$ cat src/rtl/core/pls_pkg.sv
// shared types and codes for the positional list store
`timescale 1ns / 1ps

package pls_pkg;

   // request kinds
   localparam logic [2:0] KIND_APPEND = 3'd0;
   localparam logic [2:0] KIND_INSERT = 3'd1;
   localparam logic [2:0] KIND_REMOVE = 3'd2;
   localparam logic [2:0] KIND_READ   = 3'd3;
   localparam logic [2:0] KIND_WRITE  = 3'd4;

   // response status codes
   localparam logic [1:0] STATUS_DONE    = 2'd0;
   localparam logic [1:0] STATUS_BAD_POS = 2'd1;
   localparam logic [1:0] STATUS_FULL    = 2'd2;

   // operation broadcast to every cell of the chain
   typedef enum logic [2:0] {
      CELL_HOLD,
      CELL_LOAD,
      CELL_INSERT,
      CELL_REMOVE,
      CELL_RD_LOAD,
      CELL_RD_SHIFT
   } cell_op_type;

endpackage

$ cat src/rtl/core/pls_cell.sv
// one storage cell of the list chain with its read-path tap
`timescale 1ns / 1ps

module pls_cell #(
   parameter int WORD_BITS  = 32,
   parameter int CMP_W      = 7,
   parameter int CELL_INDEX = 0
) (
   input  logic                 clock,
   input  pls_pkg::cell_op_type op,
   input  logic [CMP_W-1:0]     target,
   input  logic [WORD_BITS-1:0] word,
   input  logic [WORD_BITS-1:0] lower_data,
   input  logic [WORD_BITS-1:0] upper_data,
   input  logic [WORD_BITS-1:0] upper_rd,
   output logic [WORD_BITS-1:0] data,
   output logic [WORD_BITS-1:0] rd
);
   import pls_pkg::*;

   localparam logic [CMP_W-1:0] IDX = CMP_W'(CELL_INDEX);

   logic [WORD_BITS-1:0] data_ff, data_in;
   logic [WORD_BITS-1:0] rd_ff, rd_in;

   // next entry and read tap from the broadcast operation
   always_comb begin
      data_in = data_ff;
      rd_in   = rd_ff;
      case (op)
         CELL_LOAD: begin
            if (IDX == target) data_in = word;
         end
         CELL_INSERT: begin
            if (IDX == target)     data_in = word;
            else if (IDX > target) data_in = lower_data;
         end
         CELL_REMOVE: begin
            if (IDX >= target) data_in = upper_data;
         end
         CELL_RD_LOAD: begin
            rd_in = (IDX == target) ? data_ff : '0;
         end
         CELL_RD_SHIFT: begin
            rd_in = upper_rd;
         end
         default: begin
         end
      endcase
   end

   always_ff @(posedge clock) begin
      data_ff <= data_in;
      rd_ff   <= rd_in;
   end

   assign data = data_ff;
   assign rd   = rd_ff;

endmodule

$ cat config.mk
export PLATFORM = sky130hd
export DESIGN_NAME = pls_cell
export DESIGN_NICKNAME = d
export VERILOG_FILES = /design/src/rtl/core/pls_pkg.sv /design/src/rtl/core/pls_cell.sv
export SDC_FILE = /design/constraint.sdc
export NUM_CORES = 1
export LEC_CHECK = 0
export BUFFER_PORTS_ARGS = -buffer_cell sky130_fd_sc_hd__buf_4
export CAP_MARGIN = 20
export CELL_PAD_IN_SITES_DETAIL_PLACEMENT = 0
export CELL_PAD_IN_SITES_GLOBAL_PLACEMENT = 1
export CORE_AREA = 2 2 107 109
export CTS_CLUSTER_DIAMETER = 40
export DETAILED_ROUTE_END_ITERATION = 16
export DIE_AREA = 0 0 109 111
export GPL_TIMING_DRIVEN = 0
export HOLD_SLACK_MARGIN = 0.12
export MAX_ROUTING_LAYER = met4
export PLACE_DENSITY = 0.8
export SETUP_SLACK_MARGIN = 0.3
export SLEW_MARGIN = 5
export SYNTH_ARGS = -nofsm -noshare
export SYNTH_HDL_FRONTEND = slang
export SYNTH_SLANG_ARGS = --single-unit
export TNS_END_PERCENT = 20
$ cat constraint.sdc
create_clock -name clock -period 9.1 [get_ports clock]
set_input_delay 1.365 -clock clock [delete_from_list [all_inputs] [get_ports clock]]
set_output_delay 1.365 -clock clock [all_outputs]
set_load 0.02 [all_outputs]
* Yosys cells after proc, flatten, opt, wreduce, memory -nomap -nowiden
Cells that the tools add are included.
Cells by class: equality and inequality tests 8, multiplexer cells 7, reductions and logical operators 4, magnitude comparators 2
Operators with widths (count):
- $mux W32 | 5
- $pmux W32 S3 | 1
- $pmux W32 S2 | 1
- $ge A1 B7 Y1 const A | 1
- $gt A1 B7 Y1 const A | 1
- $logic_not A7 Y1 | 1
- $eq A3 B2 Y1 const B | 2
- $eq A3 B3 Y1 const B | 2
- $ne A2 B2 Y1 const B | 2
- $reduce_and A4 Y1 | 1
- $eq A3 B1 Y1 const B | 1
- $ne A3 B3 Y1 const B | 1
- $reduce_bool A3 Y1 | 1
- $reduce_bool A2 Y1 | 1
Word-level totals: bits in registers 64, output and inout port bits 64

* Longest topological paths before layout
Gate-level depths: netlist (run 1).
depth after elaboration 4, mapped depth 6, depth with buffers taken out 3

* Worst setup path before layout (run 1)
OpenSTA, ideal clock, no wires.
kind input-to-reg, start point input target[3], end point register data_ff[0], in the netlist data[0] (enable), cell stages on the path 4, path buffers 1, required time 8639 ps, data arrival time 4355 ps, path slack 4284 ps, cells stage by stage nor4_4 > nand2_1 > clkbuf_1 > nor3_1
Between the ends: cells in the longest elaborated chain, start to end 3, elaborated cells between the ends (all ways) 7, classes of those cells order compare: 2; eq/ne: 3; reduce/logical: 2
Ends and longest elaborated chain:
- start: declaration | RTL line pls_cell.sv:11 | input logic [CMP_W-1:0] target,
- $gt A1 B7 Y1, or another cell as far along | RTL line pls_cell.sv:36 | else if (IDX > target) data_in = lower_data;
- $ne A3 B3 Y1 (no line) / $ne A2 B2 Y1 (equally long branches)
- $reduce_and A4 Y1 (no line) *
- end signal: assignment | RTL line pls_cell.sv:53 | data_ff <= data_in;
- end: declaration | RTL line pls_cell.sv:23 | logic [WORD_BITS-1:0] data_ff, data_in;
Every way passes the cells marked *; elsewhere a longest branch is shown, timed or not. A chain may end at the register's enable or synchronous reset.

* Worst setup path after layout (run 1)
start point input target[0], end point register data_ff[12], in the netlist data[12] (enable)
The elaborated chain is that of the path after synthesis.

==> results.toml, run 1 <==
[outcome]
status = "finished clean"

[floorplan]
die_height_um = 111
dieArea_sq_mm = 0.0121
io_pins = 203
core_area_sq_mm = 0.0111
rows = 39
chipWidth_um = 109
initial_core_util = 0.327

[clocking]
cts-root-buf = "clkbuf_16"
htreeDepth = 3
cts_setup_buffers = 0
cts.hold.buffers_added = 0
cts_buffer_depth = 2
cts_resized = 0
cts_tree = "yes"
clk_pin_slew_ns = 0.05
cts_sinks = 64
clk_latency_ns = 0.33
cts_buffers = 9

[power_and_ir_drop]
total_power_mw = 0.775
pwr-share-seq = 0.428
peakVddDrop_mv = 0.0792
pwr-share-clk = 0.422
p_int_mw = 0.601
switching_share = 0.224
power_switching_mw = 0.174
combPwrFrac = 0.150
leakage_nw = 2.41
power_density_mw_per_mm2 = 137

[worst_setup_path]
worst-r2r-cell-count = 2
crit_type = "input port to register"
regToRegEndpoint = "rd[29]"
crit-reg2reg-launch = "data[29]"
start_kind = "input port"
reg2reg_setup_slack_ns = 8.24
cp_max_fo = 12
crit_start = "target[0]"
endpoint = "data[12]"
cp.arrival_ns = 3.44
cp-end-kind = "register"
worstPathRequired_ns = 9.13

[logic_synthesis]
synth_seq_cells = 64
syn_nets = 511
synth_warnings = 0
syn_inst = 372
ys.flop_type = "edfxtp_1"
synth_edf_count = 64
avgSynthCellArea_sq_um = 9.75
netlist-cell-type-count = 21
synthArstFlopShare = 0
netlist_area_sq_mm = 0.00363
ys_seq_area_frac = 0.530

[routing]
dr_wl_met2_mm = 6.45
post-route-drc-count = 0
vias_per_cell = 5.18
drt_wl_total_mm = 13.1
vias = 3811
wl_met1_mm = 5.52
wl_met3_um = 839
dr.pass1.iters = 5
highest_layer = "met4"
ant_nets = 0
wl_per_cell_um = 17.8
drt_iter0_markers = 199

[sta]
setup_tns_ns = 0
setup_viol = 0
worst_slew_pin_slew_ns = 0.563
rsz0062_at_grt = "false"
finalCritPeriodShare = 0.375
fin_crit_ns = 3.42
relSlewSlack = 0.623
max_freq_mhz = 293
fin_skew_ns = 0.00319
hold_viol_final = 0
timing.final.max_slew_violations = 0

[place]
hpwl_mm = 10.3
numPortBuffers = 202
gp_congestion = 0.844

[global_route]
grt_pass1_wl_mm = 19.7
grt_max_degree = 23
grt_usage = 0.221
antenna_found_initial = 0
grt_pass1_vias = 3786
grt-ovfl-total = 0

[final_layout]
diodes = 0
post_route_cells_drive_above_1_share = 0.396
area_growth_pct = 56.4
fin_nets = 728
fillers = 1023

[job]
cap_violations = 0

[min_path]
hold_path_class = "register to register"
==> how the worst min path moves through the flow <==
| stage | from | to | slack, ns | cells after the start |
|---|---|---|---|---|
| global placement | data[5] | rd[5] | 0.59 | 2 |
| detailed placement | data[5] | rd[5] | 0.60 | 2 |
| global route | data[5] | rd[5] | 0.65 | 2 |
| floorplan | data[10] | rd[10] | 0.72 | 2 |
| finish | data[4] | rd[4] | 0.61 | 2 |
| CTS | data[5] | rd[5] | 0.62 | 2 |
==> cells by family (layout without fill, tap and decap cells) <==
family                 after synthesis  count (layout)  synth area share
buffers and inverters               41             262            0.0490
flip-flops                          64              64             0.530
AO/OA/AOI/OAI                       96              96             0.155
AND/OR/NAND/NOR                    171             171             0.267
==> registers in the layout (all words and copies together), names as in the netlist <==
name,count
data,32
rd,32
==> per-stage QoR <==
step           setup WS [ns]  hold slack [ns]  cell area, sq um  utilization  cells
2_1_floorplan           4.28            0.722              3630            -    372
3_3_place_gp            2.59            0.585              5320        0.481    717
3_5_place_dp            5.32            0.604              5390        0.487    721
4_1_cts                 5.64            0.616              5670        0.512    736
5_1_grt                 5.45            0.649              5670        0.512    736
6_report                5.68            0.614              5670        0.512    736
==> worst max-delay path, stage by stage <==
cell and delay [ns]:
buf_4 0.11, nor3_2 0.49, nand2_1 0.27, clkbuf_1 0.30, nor3_2 0.44, buf_6 0.23
buf_4 0.23
==> area by class of cell <==
type                            instances  area, sq um  share of cell area
Clock inverter                          4         46.3             0.00816
Clock buffer                           11          233              0.0410
Timing Repair Buffer                  206         1570               0.278
Sequential cell                        64         1920               0.339
Buffer                                 41          178              0.0313
Multi-Input combinational cell        267         1540               0.272
Tap cell                              143          179              0.0315
==> layout by cell type, fill, tap and decap left out, drive strengths merged <==
cell      instances
edfxtp           64
nor3              2
a21oi            32
nand4            32
clkinvlp          1
nand2b            1
nor2b             1
bufinv            1
buf             219
clkbuf           39
nand2            97
nand3b            1
nor3b             1
and2              1
clkinv            2
o211ai           32
and4b            32
nor4              1
and3b             1
o21ai            32
nor2              1
==> power by group through the flow <==
stage | Combinational (mW) | Sequential (mW) | Clock (mW)
4_1_cts | 0.117 | 0.332 | 0.331
5_1_grt | 0.127 | 0.332 | 0.342
6_report | 0.116 | 0.332 | 0.327
2_1_floorplan | 0.0399 | 0.343 | 0
3_3_place_gp | 0.112 | 0.338 | 0
3_5_place_dp | 0.116 | 0.338 | 0
==> cells in the mapped netlist (3+ instances only) <==
| cell type | n | area share |
|---|---|---|
| o211ai_1 | 32 | 0.066 |
| clkbuf_1 | 28 | 0.029 |
| buf_2 | 10 | 0.014 |
| o21ai_1 | 20 | 0.028 |
| nand2_1 | 97 | 0.10 |
| nand4_1 | 32 | 0.055 |
| and4b_1 | 32 | 0.088 |
| o21ai_0 | 12 | 0.017 |
| a21oi_1 | 32 | 0.044 |
| edfxtp_1 | 64 | 0.53 |
| buf_4 | 3 | 0.0062 |
==> metal layers <==
| metal | vias up | GRT usage |
|---|---|---|
| met3 | 20 | 0.0341 |
| li1 | 1848 | - |
| met1 | 1783 | 0.285 |
| met2 | 160 | 0.351 |
| met5 | - | - |
| met4 | 0 | 0.0778 |
(Power assumes the default switching activity.)
==> run 2, diff against run 1 <==
--- a/config.mk
+++ b/config.mk
@@ -9,14 +9,14 @@
 export CAP_MARGIN = 20
 export CELL_PAD_IN_SITES_DETAIL_PLACEMENT = 0
 export CELL_PAD_IN_SITES_GLOBAL_PLACEMENT = 1
-export CORE_AREA = 2 2 107 109
+export CORE_AREA = 2 2 110 112
 export CTS_CLUSTER_DIAMETER = 40
 export DETAILED_ROUTE_END_ITERATION = 16
-export DIE_AREA = 0 0 109 111
+export DIE_AREA = 0 0 112 114
 export GPL_TIMING_DRIVEN = 0
 export HOLD_SLACK_MARGIN = 0.12
 export MAX_ROUTING_LAYER = met4
-export PLACE_DENSITY = 0.8
+export PLACE_DENSITY = 0.76
 export SETUP_SLACK_MARGIN = 0.3
 export SLEW_MARGIN = 5
 export SYNTH_ARGS = -nofsm -noshare
==> constraint.sdc (replaced) <==
create_clock -name clock -period 3.2 [get_ports clock]
set_input_delay 0.48 -clock clock [delete_from_list [all_inputs] [get_ports clock]]
set_output_delay 0.48 -clock clock [all_outputs]
set_load 0.02 [all_outputs]
==> run 2 against run 1 <==
Against the previous run: cell count rose by 0.27%; largest power group unchanged; clock skew rose by 0.0011 ns; critical path type unchanged; wire length rose by 2.9%; die area rose by 5.5%; largest cell class unchanged.
==> results.toml, run 2 (synthesis gave the netlist of run 1 again) <==
[worst_setup_path]
critPathSlowestCell = "nor3_4"
path_delay_family = "simple AND/OR/NAND/NOR gates"
cp_max_fo = 17
crit_buf_inv = 3
cpPeakStageDelay_ns = 0.77
crit-reg2reg-launch = "data[16]"
worst-r2r-cell-count = 2
start_kind = "input port"
regToRegEndpoint = "rd[16]"
cp-end-kind = "register"
cp.arrival_ns = 2.73
worstPathRequired_ns = 3.24
crit_type = "input port to register"
crit_path_cell_trace = "buf_4, nor4_4, nand2_1, clkbuf_1, nor3_4, buf_16"
reg2reg_setup_slack_ns = 2.34

[global_route]
grt_max_degree = 24
grt.busiest_layer = "met2"
grt_pass1_wl_mm = 20.2
grt-ovfl-total = 0
grt_usage = 0.211
use_met2 = 0.348
grt_use_met1 = 0.261
antenna_found_initial = 0
grt_pass1_vias = 3878
grt.met3_usage = 0.0505

[place]
gp_congestion = 0.824
hpwl_mm = 10.2
numPortBuffers = 202
placed_cells = 723
pre_cts_ws_ns = 0.107

[sta]
max_freq_mhz = 371
setup_viol = 0
finalCritPeriodShare = 0.842
relSlewSlack = 0.390
rsz0062_at_grt = "false"
worst_slack_ns = 0.507
setup_tns_ns = 0
hold_viol_final = 0
worst_slew_pin_slew_ns = 0.912
timing.final.max_slew_violations = 0
fin_skew_ns = 0.00424
fin_crit_ns = 2.69

[job]
cap_violations = 0

[clocking]
clk_latency_ns = 0.33
cts_resized = 0
cts_buffer_depth = 2
htreeDepth = 3
cts_setup_buffers = 0
cts-root-buf = "clkbuf_16"
cts.hold.buffers_added = 0
clk_pin_slew_ns = 0.05
cts_tree = "yes"
cts_buffers = 9
cts_sinks = 64

[min_path]
hold_path_class = "input port to register"
worstHoldEndpoint = "rd[25]"
min_from = "upper_rd[25]"
min_path_cells = 3

[power_and_ir_drop]
combPwrFrac = 0.150
peakVddDrop_mv = 0.224
leakage_nw = 2.41
pwr-share-clk = 0.423
pwr-share-seq = 0.427
power_density_mw_per_mm2 = 389
switching_share = 0.228
power_switching_mw = 0.504
p_int_mw = 1.71
total_power_mw = 2.21

[final_layout]
diodes = 0
instances_no_fill = 738
final_common_cell = "buf_4"
fin_nets = 726
post_route_cells_drive_above_1_share = 0.396
area_growth_pct = 56.6
mostFrequentLayoutCells = "205 x buf_4, 97 x nand2_1, 64 x edfxtp_1"

[routing]
vias = 3812
ant_nets = 0
drt_iter0_markers = 230
drt_wl_total_mm = 13.5
vias_per_cell = 5.17
dr.pass1.iters = 4
post-route-drc-count = 0
wl_per_cell_um = 18.3

[floorplan]
die_height_um = 114
chipWidth_um = 112
rows = 40
io_pins = 203
core_area_sq_mm = 0.0117
initial_core_util = 0.310
dieArea_sq_mm = 0.0128

[outcome]
status = "finished clean"
==> run 2: cell types whose count changed in the layout (fill, tap and decap cells not counted), sizes merged <==
cell      change
buf           -2
clkinv        +2
clkbuf        -1
clkinvlp      -1
==> run 2: worst max-delay path by stage <==
stage / from / end / depth (start not counted)
after floorplan: op[2] / rd[0] / 3
after global placement: op[2] / rd[18] / 4
after detailed placement: target[3] / data[4] / 6
after CTS: target[3] / data[13] / 6
after global routing: target[3] / data[13] / 6
final: target[3] / data[13] / 6
==> run 2: metrics by stage <==
stage	utilization	area, sq um	hold WS (ns)
floorplan	-	3640	0.667
global placement	0.456	5340	0.592
detailed placement	0.461	5400	0.596
CTS	0.485	5680	0.411
global route	0.485	5680	0.425
finish	0.485	5680	0.424
==> run 2: final cells by class <==
| cell class | instances | area, sq um |
|---|---|---|
| Clock buffer | 10 | 229 |
| Clock inverter | 5 | 48.8 |
| Timing Repair Buffer | 204 | 1570 |
| Buffer | 41 | 178 |
| Fill cell | 1180 | 6030 |
| Multi-Input combinational cell | 267 | 1550 |
| Tap cell | 147 | 184 |
| Sequential cell | 64 | 1920 |
==> run 2: worst register-to-register path, cell delays in order, from the launching register on <==
cell	delay, ns
edfxtp_1	0.44
nand2_1	0.09
o21ai_1	0.06
==> run 2: per-layer routing <==
| metal | routed length [um] | vias to the layer above | share of wire |
|---|---|---|---|
| li1 | - | 1845 | - |
| met1 | 5890 | 1797 | 0.44 |
| met2 | 6630 | 153 | 0.49 |
| met3 | 768 | 17 | 0.057 |
| met4 | 183 | 0 | 0.014 |
| met5 | 0 | - | 0 |
==> run 2: power groups by stage <==
stage                     logic [mW]  registers [mW]  clock network (mW)
after floorplan                0.114           0.974                   0
after global placement         0.322           0.961                   0
after detailed placement       0.331           0.960                   0
after CTS                      0.333           0.943               0.955
after global routing           0.361           0.944               0.994
final                          0.332           0.944               0.934
